[config.mk]
export PLATFORM = sky130hd
export DESIGN_NAME = next_trigger_tick_time
export DESIGN_NICKNAME = d
export VERILOG_FILES = /design/src/rtl/nttt_pkg.sv /design/src/rtl/nttt_ctrl.sv /design/src/rtl/nttt_dp.sv /design/src/rtl/next_trigger_tick_time.sv
export SDC_FILE = /design/constraint.sdc
export NUM_CORES = 2
export LEC_CHECK = 0
export ABC_AREA = 1
export BUFFER_PORTS_ARGS = -buffer_cell sky130_fd_sc_hd__buf_2
export CAP_MARGIN = 20
export CORE_MARGIN = 1
export CORE_UTILIZATION = 35
export DETAILED_ROUTE_END_ITERATION = 8
export PLACE_DENSITY = 0.62
export REMOVE_ABC_BUFFERS = 1
export SETUP_SLACK_MARGIN = 0.2
export SLEW_MARGIN = 20
export SYNTH_ARGS = -nofsm -noshare
export SYNTH_HDL_FRONTEND = slang
export SYNTH_SLANG_ARGS = --single-unit
export TNS_END_PERCENT = 50
[constraint.sdc]
create_clock -name clk -period 8.5 [get_ports clk]
set_clock_uncertainty 0.05 [all_clocks]
set_input_delay 0.425 -clock clk [delete_from_list [all_inputs] [get_ports clk]]
set_output_delay 0.425 -clock clk [all_outputs]
set_load 0.01 [all_outputs]
[src/rtl/nttt_pkg.sv]
// shared types and constants of the next trigger tick time block
// no dependencies; used by every module of the block
package nttt_pkg;

  // field widths fixed by the interface
  localparam int TIME_BITS    = 63;
  localparam int PCNT_BITS    = 3;
  localparam int CFG_IDX_BITS = 3;
  localparam int STAT_BITS    = 3;

  // number of period registers in the register file
  localparam int NUM_PREGS = 4;

  // parameter defaults
  localparam int MAX_PERIODS_DEF = 4;
  localparam int PERIOD_BITS_DEF = 16;

  // iteration counts of the shared shift units
  localparam int DIV_STEPS = TIME_BITS;
  localparam int MUL_STEPS = TIME_BITS;

  // saturation value of time and tick
  localparam logic [TIME_BITS-1:0] TIME_MAX = '1;

  // result status codes
  typedef enum logic [STAT_BITS-1:0] {
    STAT_OK            = 3'd0,
    STAT_ZERO_INTERVAL = 3'd1,
    STAT_NO_PERIOD     = 3'd2,
    STAT_BEFORE_START  = 3'd3,
    STAT_OVERFLOW      = 3'd4
  } status_t;

  // configuration register indexes
  typedef enum logic [CFG_IDX_BITS-1:0] {
    REG_START_TIME    = 3'd0,
    REG_TICK_INTERVAL = 3'd1,
    REG_PERIOD_COUNT  = 3'd2,
    REG_PERIOD_ZERO   = 3'd3,
    REG_PERIOD_ONE    = 3'd4,
    REG_PERIOD_TWO    = 3'd5,
    REG_PERIOD_THREE  = 3'd6
  } cfg_reg_t;

  // controller states
  typedef enum logic [2:0] {
    S_IDLE,
    S_DIV,
    S_SEL,
    S_PREP,
    S_MUL,
    S_DONE
  } state_t;

  // controller to datapath commands
  typedef struct packed {
    logic load;
    logic div_step;
    logic sel_step;
    logic prep;
    logic mul_step;
    logic out_load;
  } dp_cmd_t;

  // datapath to controller status
  typedef struct packed {
    logic early_err;
    logic out_busy;
  } dp_sts_t;

endpackage

[src/rtl/nttt_ctrl.sv]
// sequencing state machine of the next trigger tick time block
// depends on nttt_pkg; drives the datapath through dp_cmd_t
module nttt_ctrl #(
  parameter int MAX_PERIODS = nttt_pkg::MAX_PERIODS_DEF,
  parameter int LANE_W      = (MAX_PERIODS > 1) ? $clog2(MAX_PERIODS) : 1
) (
  input  logic                clk,
  input  logic                rst_n,
  input  logic                in_valid,
  output logic                in_stall,
  input  nttt_pkg::dp_sts_t   sts,
  output nttt_pkg::dp_cmd_t   cmd,
  output logic [LANE_W-1:0]   sel_idx
);

  localparam int CNT_A = $clog2(nttt_pkg::DIV_STEPS);
  localparam int CNT_W = (CNT_A > LANE_W) ? CNT_A : LANE_W;

  nttt_pkg::state_t state_r, state_nxt;
  logic [CNT_W-1:0] cnt_r, cnt_nxt;

  // state and step counter
  always_ff @(posedge clk) begin
    if (!rst_n) begin
      state_r <= nttt_pkg::S_IDLE;
      cnt_r   <= '0;
    end else begin
      state_r <= state_nxt;
      cnt_r   <= cnt_nxt;
    end
  end

  assign sel_idx = cnt_r[LANE_W-1:0];

  // next state and commands
  always_comb begin
    state_nxt = state_r;
    cnt_nxt   = cnt_r;
    cmd       = '0;
    in_stall  = 1'b1;
    case (state_r)
      nttt_pkg::S_IDLE: begin
        in_stall = 1'b0;
        if (in_valid) begin
          cmd.load  = 1'b1;
          cnt_nxt   = '0;
          state_nxt = sts.early_err ? nttt_pkg::S_DONE : nttt_pkg::S_DIV;
        end
      end
      nttt_pkg::S_DIV: begin
        cmd.div_step = 1'b1;
        if (cnt_r == CNT_W'(nttt_pkg::DIV_STEPS - 1)) begin
          cnt_nxt   = '0;
          state_nxt = nttt_pkg::S_SEL;
        end else begin
          cnt_nxt = cnt_r + 1'b1;
        end
      end
      nttt_pkg::S_SEL: begin
        cmd.sel_step = 1'b1;
        if (cnt_r == CNT_W'(MAX_PERIODS - 1)) begin
          cnt_nxt   = '0;
          state_nxt = nttt_pkg::S_PREP;
        end else begin
          cnt_nxt = cnt_r + 1'b1;
        end
      end
      nttt_pkg::S_PREP: begin
        cmd.prep  = 1'b1;
        cnt_nxt   = '0;
        state_nxt = nttt_pkg::S_MUL;
      end
      nttt_pkg::S_MUL: begin
        cmd.mul_step = 1'b1;
        if (cnt_r == CNT_W'(nttt_pkg::MUL_STEPS - 1)) begin
          cnt_nxt   = '0;
          state_nxt = nttt_pkg::S_DONE;
        end else begin
          cnt_nxt = cnt_r + 1'b1;
        end
      end
      nttt_pkg::S_DONE: begin
        if (!sts.out_busy) begin
          cmd.out_load = 1'b1;
          state_nxt    = nttt_pkg::S_IDLE;
        end
      end
      default: begin
        state_nxt = nttt_pkg::S_IDLE;
        cnt_nxt   = '0;
      end
    endcase
  end

  // an erroneous word skips straight to the result
  a_err_skip: assert property (@(posedge clk) disable iff (!rst_n)
    (state_r == nttt_pkg::S_IDLE && in_valid && sts.early_err)
      |=> state_r == nttt_pkg::S_DONE)
    else $error("error word did not go straight to result");

  // division counter stays within its step count
  a_div_cnt: assert property (@(posedge clk) disable iff (!rst_n)
    state_r == nttt_pkg::S_DIV |-> cnt_r < CNT_W'(nttt_pkg::DIV_STEPS))
    else $error("division counter out of range");

  // a result is only loaded when the output register is free
  a_out_free: assert property (@(posedge clk) disable iff (!rst_n)
    cmd.out_load |-> !sts.out_busy)
    else $error("result loaded over a waiting word");

endmodule

[src/rtl/nttt_dp.sv]
// datapath: bit-serial divider with period remainder lanes, minimum
// search and bit-serial multiplier; depends on nttt_pkg
module nttt_dp #(
  parameter int MAX_PERIODS = nttt_pkg::MAX_PERIODS_DEF,
  parameter int PERIOD_BITS = nttt_pkg::PERIOD_BITS_DEF,
  parameter int LANE_W      = (MAX_PERIODS > 1) ? $clog2(MAX_PERIODS) : 1
) (
  input  logic                            clk,
  input  logic                            rst_n,
  input  nttt_pkg::dp_cmd_t               cmd,
  output nttt_pkg::dp_sts_t               sts,
  input  logic [LANE_W-1:0]               sel_idx,
  input  logic [nttt_pkg::TIME_BITS-1:0]  start_time,
  input  logic [nttt_pkg::TIME_BITS-1:0]  tick_interval,
  input  logic [PERIOD_BITS-1:0]          lane_p [MAX_PERIODS],
  input  logic [MAX_PERIODS-1:0]          lane_act,
  input  logic [nttt_pkg::TIME_BITS-1:0]  in_now_time,
  output logic                            out_valid,
  input  logic                            out_stall,
  output logic [nttt_pkg::TIME_BITS-1:0]  out_next_time,
  output logic [nttt_pkg::TIME_BITS-1:0]  out_next_tick,
  output logic [nttt_pkg::STAT_BITS-1:0]  out_status
);

  localparam int TB = nttt_pkg::TIME_BITS;

  logic [TB-1:0]          rem_r;
  logic [TB-1:0]          q_r;
  logic [PERIOD_BITS-1:0] lane_r [MAX_PERIODS];
  logic [TB:0]            best_r;
  logic                   found_r;
  logic [TB-1:0]          acc_r;
  logic                   ovf_r;
  nttt_pkg::status_t      stat_r;

  logic                   out_valid_r;
  logic [TB-1:0]          out_time_r;
  logic [TB-1:0]          out_tick_r;
  nttt_pkg::status_t      out_stat_r;

  // early error checks, in priority order
  nttt_pkg::status_t early_code;
  always_comb begin
    if (tick_interval == '0) begin
      early_code = nttt_pkg::STAT_ZERO_INTERVAL;
    end else if (lane_act == '0) begin
      early_code = nttt_pkg::STAT_NO_PERIOD;
    end else if (in_now_time < start_time) begin
      early_code = nttt_pkg::STAT_BEFORE_START;
    end else begin
      early_code = nttt_pkg::STAT_OK;
    end
  end

  assign sts.early_err = (early_code != nttt_pkg::STAT_OK);
  assign sts.out_busy  = out_valid_r && out_stall;

  // restoring division step, one quotient bit per cycle
  logic [TB:0]   div_shl;
  logic [TB+1:0] div_trial;
  logic          qbit;
  logic [TB-1:0] rem_step;
  always_comb begin
    div_shl   = {rem_r, q_r[TB-1]};
    div_trial = {1'b0, div_shl} - {2'b00, tick_interval};
    qbit      = !div_trial[TB+1];
    rem_step  = qbit ? div_trial[TB-1:0] : div_shl[TB-1:0];
  end

  // period lanes follow the quotient bits to get quotient mod period
  logic [PERIOD_BITS-1:0] lane_step [MAX_PERIODS];
  logic [PERIOD_BITS:0]   lane_wide [MAX_PERIODS];
  always_comb begin
    for (int i = 0; i < MAX_PERIODS; i++) begin
      lane_wide[i] = {lane_r[i], qbit};
      if (lane_wide[i] >= {1'b0, lane_p[i]}) begin
        lane_step[i] = PERIOD_BITS'(lane_wide[i] - {1'b0, lane_p[i]});
      end else begin
        lane_step[i] = lane_wide[i][PERIOD_BITS-1:0];
      end
    end
  end

  // candidate tick of the selected lane: q + p - (q mod p)
  logic [PERIOD_BITS-1:0] sel_off;
  logic [TB:0]            sel_cand;
  logic                   sel_take;
  always_comb begin
    sel_off  = lane_p[sel_idx] - lane_r[sel_idx];
    sel_cand = {1'b0, q_r} + (TB+1)'(sel_off);
    sel_take = lane_act[sel_idx] && (!found_r || sel_cand < best_r);
  end

  // shift-and-add multiply step, most significant tick bit first
  logic [TB+1:0] mul_sum;
  always_comb begin
    mul_sum = {1'b0, acc_r, 1'b0} + {2'b00, (q_r[TB-1] ? tick_interval : '0)};
  end

  // result assembly with saturation
  logic [TB:0]       tsum;
  logic [TB-1:0]     res_time;
  logic [TB-1:0]     res_tick;
  nttt_pkg::status_t res_stat;
  always_comb begin
    tsum = {1'b0, start_time} + {1'b0, acc_r};
    if (stat_r != nttt_pkg::STAT_OK) begin
      res_time = '0;
      res_tick = '0;
      res_stat = stat_r;
    end else if (best_r[TB]) begin
      res_time = nttt_pkg::TIME_MAX;
      res_tick = nttt_pkg::TIME_MAX;
      res_stat = nttt_pkg::STAT_OVERFLOW;
    end else if (ovf_r || tsum[TB]) begin
      res_time = nttt_pkg::TIME_MAX;
      res_tick = best_r[TB-1:0];
      res_stat = nttt_pkg::STAT_OVERFLOW;
    end else begin
      res_time = tsum[TB-1:0];
      res_tick = best_r[TB-1:0];
      res_stat = nttt_pkg::STAT_OK;
    end
  end

  // working registers
  always_ff @(posedge clk) begin
    if (cmd.load) begin
      rem_r   <= '0;
      q_r     <= in_now_time - start_time;
      stat_r  <= early_code;
      found_r <= 1'b0;
      for (int i = 0; i < MAX_PERIODS; i++) begin
        lane_r[i] <= '0;
      end
    end else if (cmd.div_step) begin
      rem_r <= rem_step;
      q_r   <= {q_r[TB-2:0], qbit};
      for (int i = 0; i < MAX_PERIODS; i++) begin
        lane_r[i] <= lane_step[i];
      end
    end else if (cmd.sel_step) begin
      if (sel_take) begin
        best_r  <= sel_cand;
        found_r <= 1'b1;
      end
    end else if (cmd.prep) begin
      q_r   <= best_r[TB-1:0];
      acc_r <= '0;
      ovf_r <= 1'b0;
    end else if (cmd.mul_step) begin
      q_r   <= {q_r[TB-2:0], 1'b0};
      acc_r <= mul_sum[TB-1:0];
      ovf_r <= ovf_r | (mul_sum[TB+1:TB] != 2'b00);
    end
  end

  // output word register
  always_ff @(posedge clk) begin
    if (!rst_n) begin
      out_valid_r <= 1'b0;
    end else if (cmd.out_load) begin
      out_valid_r <= 1'b1;
    end else if (!out_stall) begin
      out_valid_r <= 1'b0;
    end
  end

  always_ff @(posedge clk) begin
    if (cmd.out_load) begin
      out_time_r <= res_time;
      out_tick_r <= res_tick;
      out_stat_r <= res_stat;
    end
  end

  assign out_valid     = out_valid_r;
  assign out_next_time = out_time_r;
  assign out_next_tick = out_tick_r;
  assign out_status    = out_stat_r;

  // division remainder stays below the interval
  a_rem_bound: assert property (@(posedge clk) disable iff (!rst_n)
    cmd.div_step |=> rem_r < tick_interval)
    else $error("division remainder not below interval");

  // error words carry zero time and tick
  a_err_zero: assert property (@(posedge clk) disable iff (!rst_n)
    (out_valid_r && (out_stat_r == nttt_pkg::STAT_ZERO_INTERVAL ||
                     out_stat_r == nttt_pkg::STAT_NO_PERIOD ||
                     out_stat_r == nttt_pkg::STAT_BEFORE_START))
      |-> (out_time_r == '0 && out_tick_r == '0))
    else $error("error word with non-zero fields");

  // a tick overflow always saturates the time as well
  a_sat: assert property (@(posedge clk) disable iff (!rst_n)
    (out_valid_r && out_tick_r == nttt_pkg::TIME_MAX &&
     out_stat_r == nttt_pkg::STAT_OVERFLOW) |-> out_time_r == nttt_pkg::TIME_MAX)
    else $error("saturated tick without saturated time");

endmodule

[src/rtl/next_trigger_tick_time.sv]
// next trigger tick time: one result word per accepted input word
// an error word skips the division, search and multiply; the tick overflow
// case runs the full sequence
// a new word is taken only once the previous one is through the 63-step
// divider and the 63-step multiplier; input taken while a result waits
// reset: synchronous active-low rst_n clears control and all config registers
module next_trigger_tick_time #(
  parameter int MAX_PERIODS = nttt_pkg::MAX_PERIODS_DEF,
  parameter int PERIOD_BITS = nttt_pkg::PERIOD_BITS_DEF
) (
  input  logic                              clk,
  input  logic                              rst_n,
  input  logic                              cfg_wr_en,
  input  logic [nttt_pkg::CFG_IDX_BITS-1:0] cfg_index,
  input  logic [nttt_pkg::TIME_BITS-1:0]    cfg_wdata,
  input  logic                              in_valid,
  output logic                              in_stall,
  input  logic [nttt_pkg::TIME_BITS-1:0]    in_now_time,
  output logic                              out_valid,
  input  logic                              out_stall,
  output logic [nttt_pkg::TIME_BITS-1:0]    out_next_time,
  output logic [nttt_pkg::TIME_BITS-1:0]    out_next_tick,
  output logic [nttt_pkg::STAT_BITS-1:0]    out_status
);

  localparam int LANE_W  = (MAX_PERIODS > 1) ? $clog2(MAX_PERIODS) : 1;
  localparam int USE_LIM = (MAX_PERIODS < nttt_pkg::NUM_PREGS) ?
                           MAX_PERIODS : nttt_pkg::NUM_PREGS;

  logic [nttt_pkg::TIME_BITS-1:0] start_r;
  logic [nttt_pkg::TIME_BITS-1:0] interval_r;
  logic [nttt_pkg::PCNT_BITS-1:0] pcount_r;
  logic [PERIOD_BITS-1:0]         period_r [nttt_pkg::NUM_PREGS];

  // configuration register file
  always_ff @(posedge clk) begin
    if (!rst_n) begin
      start_r    <= '0;
      interval_r <= '0;
      pcount_r   <= '0;
      for (int i = 0; i < nttt_pkg::NUM_PREGS; i++) begin
        period_r[i] <= '0;
      end
    end else if (cfg_wr_en) begin
      case (cfg_index)
        nttt_pkg::REG_START_TIME:    start_r     <= cfg_wdata;
        nttt_pkg::REG_TICK_INTERVAL: interval_r  <= cfg_wdata;
        nttt_pkg::REG_PERIOD_COUNT:  pcount_r    <= cfg_wdata[nttt_pkg::PCNT_BITS-1:0];
        nttt_pkg::REG_PERIOD_ZERO:   period_r[0] <= cfg_wdata[PERIOD_BITS-1:0];
        nttt_pkg::REG_PERIOD_ONE:    period_r[1] <= cfg_wdata[PERIOD_BITS-1:0];
        nttt_pkg::REG_PERIOD_TWO:    period_r[2] <= cfg_wdata[PERIOD_BITS-1:0];
        nttt_pkg::REG_PERIOD_THREE:  period_r[3] <= cfg_wdata[PERIOD_BITS-1:0];
        default: ;
      endcase
    end
  end

  // number of period registers in use, clamped
  logic [nttt_pkg::PCNT_BITS-1:0] used;
  assign used = (pcount_r > nttt_pkg::PCNT_BITS'(USE_LIM)) ?
                nttt_pkg::PCNT_BITS'(USE_LIM) : pcount_r;

  // per-lane period and active flag
  logic [PERIOD_BITS-1:0] lane_p [MAX_PERIODS];
  logic [MAX_PERIODS-1:0] lane_act;

  for (genvar g = 0; g < MAX_PERIODS; g++) begin : g_lane
    if (g < nttt_pkg::NUM_PREGS) begin : g_reg
      assign lane_p[g] = period_r[g];
    end else begin : g_none
      assign lane_p[g] = '0;
    end
    assign lane_act[g] = ({1'b0, used} > (nttt_pkg::PCNT_BITS + 1)'(g)) &&
                         (lane_p[g] != '0);
  end

  nttt_pkg::dp_cmd_t   cmd;
  nttt_pkg::dp_sts_t   sts;
  logic [LANE_W-1:0]   sel_idx;

  nttt_ctrl #(
    .MAX_PERIODS (MAX_PERIODS),
    .LANE_W      (LANE_W)
  ) u_ctrl (
    .clk      (clk),
    .rst_n    (rst_n),
    .in_valid (in_valid),
    .in_stall (in_stall),
    .sts      (sts),
    .cmd      (cmd),
    .sel_idx  (sel_idx)
  );

  nttt_dp #(
    .MAX_PERIODS (MAX_PERIODS),
    .PERIOD_BITS (PERIOD_BITS),
    .LANE_W      (LANE_W)
  ) u_dp (
    .clk           (clk),
    .rst_n         (rst_n),
    .cmd           (cmd),
    .sts           (sts),
    .sel_idx       (sel_idx),
    .start_time    (start_r),
    .tick_interval (interval_r),
    .lane_p        (lane_p),
    .lane_act      (lane_act),
    .in_now_time   (in_now_time),
    .out_valid     (out_valid),
    .out_stall     (out_stall),
    .out_next_time (out_next_time),
    .out_next_tick (out_next_tick),
    .out_status    (out_status)
  );

endmodule
Yosys cells after proc, flatten, opt, wreduce, memory -nomap -nowiden

Memory sizes are Yosys's and may differ from the RTL's. A register that Yosys moved wholly into a read port is not among the register bits.
Cells that the tools add are included.

Word-level logic and storage cells: 191
Memories kept: 2
Register bits: 526
RAM bits: 128

Memory list:

| name        | depth | width | read ports | clocked after Yosys merged registers in | write ports | RTL line                     | RTL |
|---|---|---|---|---|---|---|---|
| period_r    | 4     | 16    | 4          | 0                                       | 4           | next_trigger_tick_time.sv:33 | `logic [PERIOD_BITS-1:0] period_r [nttt_pkg::NUM_PREGS];` |
| u_dp.lane_r | 4     | 16    | 5          | 1                                       | 4           | nttt_dp.sv:29                | `logic [PERIOD_BITS-1:0] lane_r [MAX_PERIODS];` |

Muxes and demuxes: 82
Equal/unequal tests: 20
Reduce and logical (&&, ||, !) cells: 33
Add/sub/neg operators: 11
Bitwise logic cells: 14
Order comparisons: 13

Operator list:

| kind                 | number |
|---|---|
| $mux W63             | 11 |
| $mux W16             | 14 |
| $sub A16 B16 Y16     | 5 |
| $ge A17 B16 Y1       | 4 |
| $add A64 B63 Y65     | 1 |
| $sub A64 B63 Y65     | 1 |
| $add A63 B16 Y64     | 1 |
| $add A63 B63 Y64     | 1 |
| $lt A64 B64 Y1       | 1 |
| $reduce_bool A16 Y1  | 4 |
| $logic_not A63 Y1    | 1 |
| $lt A63 B63 Y1       | 1 |
| $sub A63 B63 Y63     | 1 |
| $mux W3              | 12 |
| $mux W1              | 35 |
| $bmux W16 S2         | 1 |
| $pmux W6 S4          | 1 |
| $mux W6              | 3 |
| $pmux W3 S6          | 1 |
| $eq A3 B3 Y1 const B | 5 |
| $eq A3 B2 Y1 const B | 4 |
| $reduce_and A2 Y1    | 5 |
| $or A1 B1 Y1         | 9 |
| $ne A2 B1 Y1 const B | 4 |
| 27 further kinds     | 47 |

Logic depth before layout (Yosys ltp)

Depth after elaboration: 11
Depth in mapped cells: 38
Mapped depth without buffers: 36

Cells and area by module

A second synthesis with hierarchy kept.

Cell total of the unflattened synthesis: 8930
Area, all modules: 57131.0 um^2

Modules (own cells, without submodules):

| module                 | sequential area each (um^2) | cells each | instances | area an instance (um^2) |
|---|---|---|---|---|
| nttt_dp                | 12892.4                     | 8027       | 1         | 49291.0 |
| next_trigger_tick_time | 4504.3                      | 795        | 1         | 7141.8 |
| nttt_ctrl              | 180.2                       | 108        | 1         | 698.2 |

Least setup slack after synthesis

No wires, ideal clock.

Path type: register to register
From: reg u_ctrl.cnt_r[0]
To: reg u_dp.best_r[0] (enable)
Stages on the path, launching flop included: 38
Data arrival time: 8.072 ns
Clock period less this slack: 8.629 ns
Buffers on the path: 2
Setup slack: -0.129 ns
Setup time: 0.507 ns
Data required time: 7.943 ns
Cells stage by stage: dfxtp_1 > clkbuf_1 > clkbuf_1 > o21ai_0 > a21oi_1 > a21oi_1 > ha_1 > fa_1 > nand3b_1 > nand2_1 > a21oi_1 > o21bai_1 > nand2_1 > o2111ai_1 > xnor2_1 > inv_1 > ha_1 > nand2_1 > [2 not listed] > inv_1 > nand4_1 > nand3_1 > nand2_1 > nor2_1 > nand2_1 > o21ai_0 > nand2_1 > ha_1 > nand2_1 > inv_1 > o21ai_0 > a21oi_1 > o21ai_0 > nand2_1 > nor2_1 > nand2_1 > a21oi_1

Word-level cells in the longest chain between the ends: 10
Elaborated cells on any way between the ends: 12
Classes of those cells: add/sub: 2; order compare: 1; mux: 5; bitwise: 1; reduce/logical: 3

RTL lines:

| item                                         | RTL line        | RTL |
|---|---|---|
| from (decl)                                  | nttt_ctrl.sv:20 | `logic [CNT_W-1:0] cnt_r, cnt_nxt;` |
| from (signal assigned)                       | nttt_ctrl.sv:29 | `cnt_r <= cnt_nxt;` |
| $not A2 Y3 (implied by the code)             | nttt_dp.sv:89   | `sel_off = lane_p[sel_idx] - lane_r[sel_idx];` |
| $bmux W16 S2                                 | nttt_dp.sv:89   |  |
| $mux W16 (implied by the code) (2 in series) | nttt_dp.sv:89   |  |
| $sub A16 B16 Y16                             | nttt_dp.sv:89   |  |
| $add A63 B16 Y64                             | nttt_dp.sv:90   | `sel_cand = {1'b0, q_r} + (TB+1)'(sel_off);` |
| via u_dp.sel_cand[51]                        | nttt_dp.sv:86   | `logic [TB:0] sel_cand;` |
| $lt A64 B64 Y1                               | nttt_dp.sv:91   | `sel_take = lane_act[sel_idx] && (!found_r \|\| sel_cand < best_r);` |
| $logic_or A1 B1 Y1                           | nttt_dp.sv:91   |  |
| $logic_and A1 B1 Y1                          | nttt_dp.sv:91   |  |
| $reduce_and A4 Y1 (no line)                  | n/a             |  |
| to (signal assigned)                         | nttt_dp.sv:144  | `best_r <= sel_cand;` |
| to (decl)                                    | nttt_dp.sv:30   | `logic [TB:0] best_r;` |

The timed path passes the listed nets, and every way through them passes these cells. The select of a mux whose other input is x is not followed.
A chain may end at the register's enable or synchronous reset.

Worst setup path after layout

From: reg u_ctrl.cnt_r[1]
To: reg u_dp.best_r[1] (enable)

Same word-level chain as after synthesis.

==> out/results.tsv <==
stage	metric	value	unit
outcome	status	complete, no violations	
yosys	top_reg_cell synth	edfxtp_1	
route	Initial DRT Pass Iterations	9	
layout	Area Overhead vs Synth	12.0	%
timing	RSZ-0062 raised after global routing	no	
clock_network	clock latency on the worst-skew pair	0.73	ns
critical_path	Startpoint Class	flip-flop	
route	Post-route DRC	0	
clock_network	Hold Buf Count CTS	34	
critical_path	Setup CP Type	reg2reg	
placement	HPWL after DPL	196	mm
global_routing	vias in the first global route	53600	
route	Avg Vias per Cell	5.27	
placement	GP Congestion	1.02	
route	Total Wirelength	236	mm
yosys	Synth Instances	8515	
critical_path	worst path required time	8.85	ns
placement	dpl cells	10700	
power	Cell Pwr Density	388	mW/mm^2
yosys	Ys Warns	0	
yosys	FFs w/ async S/R, synth	0	%
clock_network	CTS buffer count	82	
yosys	synthesized area	0.0557	sq mm
yosys	Seq/Total Area, Yosys	31.6	%
floorplan	Rows	145	
critical_path	max incr delay on CP	0.64	ns
timing	Max Freq	133	MHz
layout	nets	9312	
global_routing	grt total ovfl	0	
floorplan	Die Height	401	um
layout	fraction of layout instances using a drive strength above 1	5.70	%
yosys	Synth Area per Inst	6.54	sq um
power	leak pwr	30.5	nW
floorplan	Core ar.	0.157	sq mm
timing	Max Slew Vio Count	0	
worst_hold_path	WHS Path Cells	3	
timing	fin worst setup slack	0.978	ns
timing	worst-margin pin slew	1.04	ns
timing	fin crit share	88.5	%
floorplan	area of the die	0.161	sq mm
global_routing	largest net degree at the start of global routing	124	
route	ANT nets after route	0	
critical_path	slowest cell on the critical path	inv_1	
critical_path	WP data arrival	7.87	ns
yosys	Synth Register Bits	655	
global_routing	GRT Total Usage	28.5	%
critical_path	most used cell, CP	nand2_1	
critical_path	CP Max Fanout	32	
layout	post-route non-filler standard cell count	10900	
global_routing	GRT met1 Usage	40.0	%
yosys	Synth area leaders	edfxtp_1, nand2_1, inv_1, ha_1, dfxtp_1	
global_routing	GR Layer Usage met3	3.01	%
global_routing	global-route wire length before repair	344	mm
clock_network	CTS tree	yes	
clock_network	clk buf depth	3	
timing	Final Setup Violations	0	
job	total of max-cap violations	0	
placement	pre-CTS WS	0.949	ns
global_routing	antenna violations before repair	14	
critical_path	Setup crit end kind	flip-flop	
clock_network	clock root buffer	clkbuf_16	
clock_network	Gates resized, CTS repair	0	
timing	Final Hold Vio Count	0	
clock_network	post-CTS setup buffers	0	
worst_hold_path	Hold Path Class	in2reg	
critical_path	worst r2r path cells	34	
yosys	share of the synthesized area in the top cell type	24.3	%
route	DRT iter0 DRCs	5881	
timing	post-layout minimum cycle time	7.52	ns
layout	Largest regs	period_r: 64 flops, u_dp.best_r: 64 flops, u_dp.lane_r: 64 flops	
global_routing	most heavily used metal layer in global routing	met2	
timing	Rel. slew slack	30.6	%
yosys	largest area contributor in the netlist	edfxtp_1	
floorplan	Starting Density	35.4	%
route	Routed WL per cell	21.7	um
power	maximum vdd ir drop	0.000336	V
floorplan	Boundary Pins	265	
clock_network	# H-tree levels	3	
placement	port bufs	264	
clock_network	CTS sink count	655	
floorplan	Die Width	401	um
clock_network	Worst-path clk slew	0.06	ns
yosys	Post-synth EDFFs	450	
global_routing	met2 usage	44.3	%
route	total number of vias	57400	
yosys	post-synth cell types	51	
## metal layers
layer  vias up  share of wire (%)
met5         -             0.0097
met4         4                4.5
met3       373                6.7
met2      2163                 43
met1     26800                 46
li1      28000                  -
## cells in the final DEF, fill, tap and decap left out, types with 9 or more instances in the layout
cell type      netlist  routed
a21o_1              20      20
clkbuf_1           136      17
dlygate4sd3_1        0      34
buf_2               19     263
xor2_1             132     132
nor4_1              51      51
a31oi_1             14      14
o21ai_0            512     509
o21ai_1             43      44
nand2_1           2462    2461
bufinv_16            0       9
o21bai_1            62      62
or2_2               11      11
edfxtp_1           450     450
a32o_1              13      13
inv_1             1461    1454
xnor2_1             67      67
nor3_1              78      78
buf_4                0      35
nor2_1             854     849
nand2_2             15      16
clkinv_1             3      12
clkinv_2             0      12
clkbuf_16            0      84
a21oi_1            817     815
nand3_1            394     393
nand3b_1            29      29
dfxtp_1            205     205
o211ai_1            39      39
nand4_1             87      87
inv_2               13      20
o21a_1              14      14
o22ai_1             10      10
nor2_2              10      12
fa_1                10      10
ha_1               411     411
## critical path: cells and delay by family, from the launching register on
family / cells / cell delay [ns]
buf+inv: 6 / 1.23
simple gates: 15 / 2.32
flops: 1 / 0.39
compound gates: 9 / 1.93
fa+ha+maj: 3 / 1.10
xor+xnor: 1 / 0.15
## stage by stage
step	hold WS, ns	total power [mW]	TNS (ns)	utilization, %	cell area [sq um]
CTS	0.00213	24.1	0	39.7	62300
finish	0.0515	24.2	0	39.7	62300
detailed placement	0.414	20.3	0	37.7	59200
floorplan	0.377	15.5	-48.74	-	54900
global placement	0.406	20.2	0	37.7	59200
global route	0.0562	26.1	0	39.7	62300
## layout make-up
cell class,count,area (sq um)
fillers,17100,94800
inverters,1477,5550
diodes,1,2.50
clock buffers,103,2190
flip-flops and latches,655,17600
multi-input cells,6203,31800
repair buffers,338,2030
well taps,2058,2570
clock inverters,46,568
## cell usage after synthesis (67+ instances only)
cell type	number
nand3_1	394
a21oi_1	817
xor2_1	132
xnor2_1	67
nor2_1	854
nor3_1	78
clkbuf_1	136
nand4_1	87
dfxtp_1	205
inv_1	1461
nand2_1	2462
ha_1	411
edfxtp_1	450
o21ai_0	512
## path summary, 6_finish.rpt
kind	from	slack [ns]	to
worst min register to register	u_dp.rem_r[28]	0.42	u_dp.rem_r[28]
worst min-delay path	cfg_wdata[36]	0.05	interval_r[36]
worst max-delay path	u_ctrl.cnt_r[1]	0.98	u_dp.best_r[1]
worst max register to register	u_ctrl.cnt_r[1]	0.98	u_dp.best_r[1]
## cells by family after synthesis
kind of cell | count (synthesis) | synth area share [%]
DFF | 655 | 31.6
buffers and inverters | 1657 | 11.3
adders and majority gates | 421 | 9.60
and+or+nand+nor | 4021 | 29.3
AOI/OAI and AO/OA | 1562 | 14.9
xor gates and xnor gates | 199 | 3.13
## power by group
group / total [mW] / leakage, nW / internal [mW] / switching [mW]
combinational: 15.0 / 23.2 / 4.77 / 10.2
clock: 3.70 / 1.34 / 2.12 / 1.57
sequential: 5.56 / 5.94 / 4.73 / 0.827
Power figures use the tool's default switching activity.
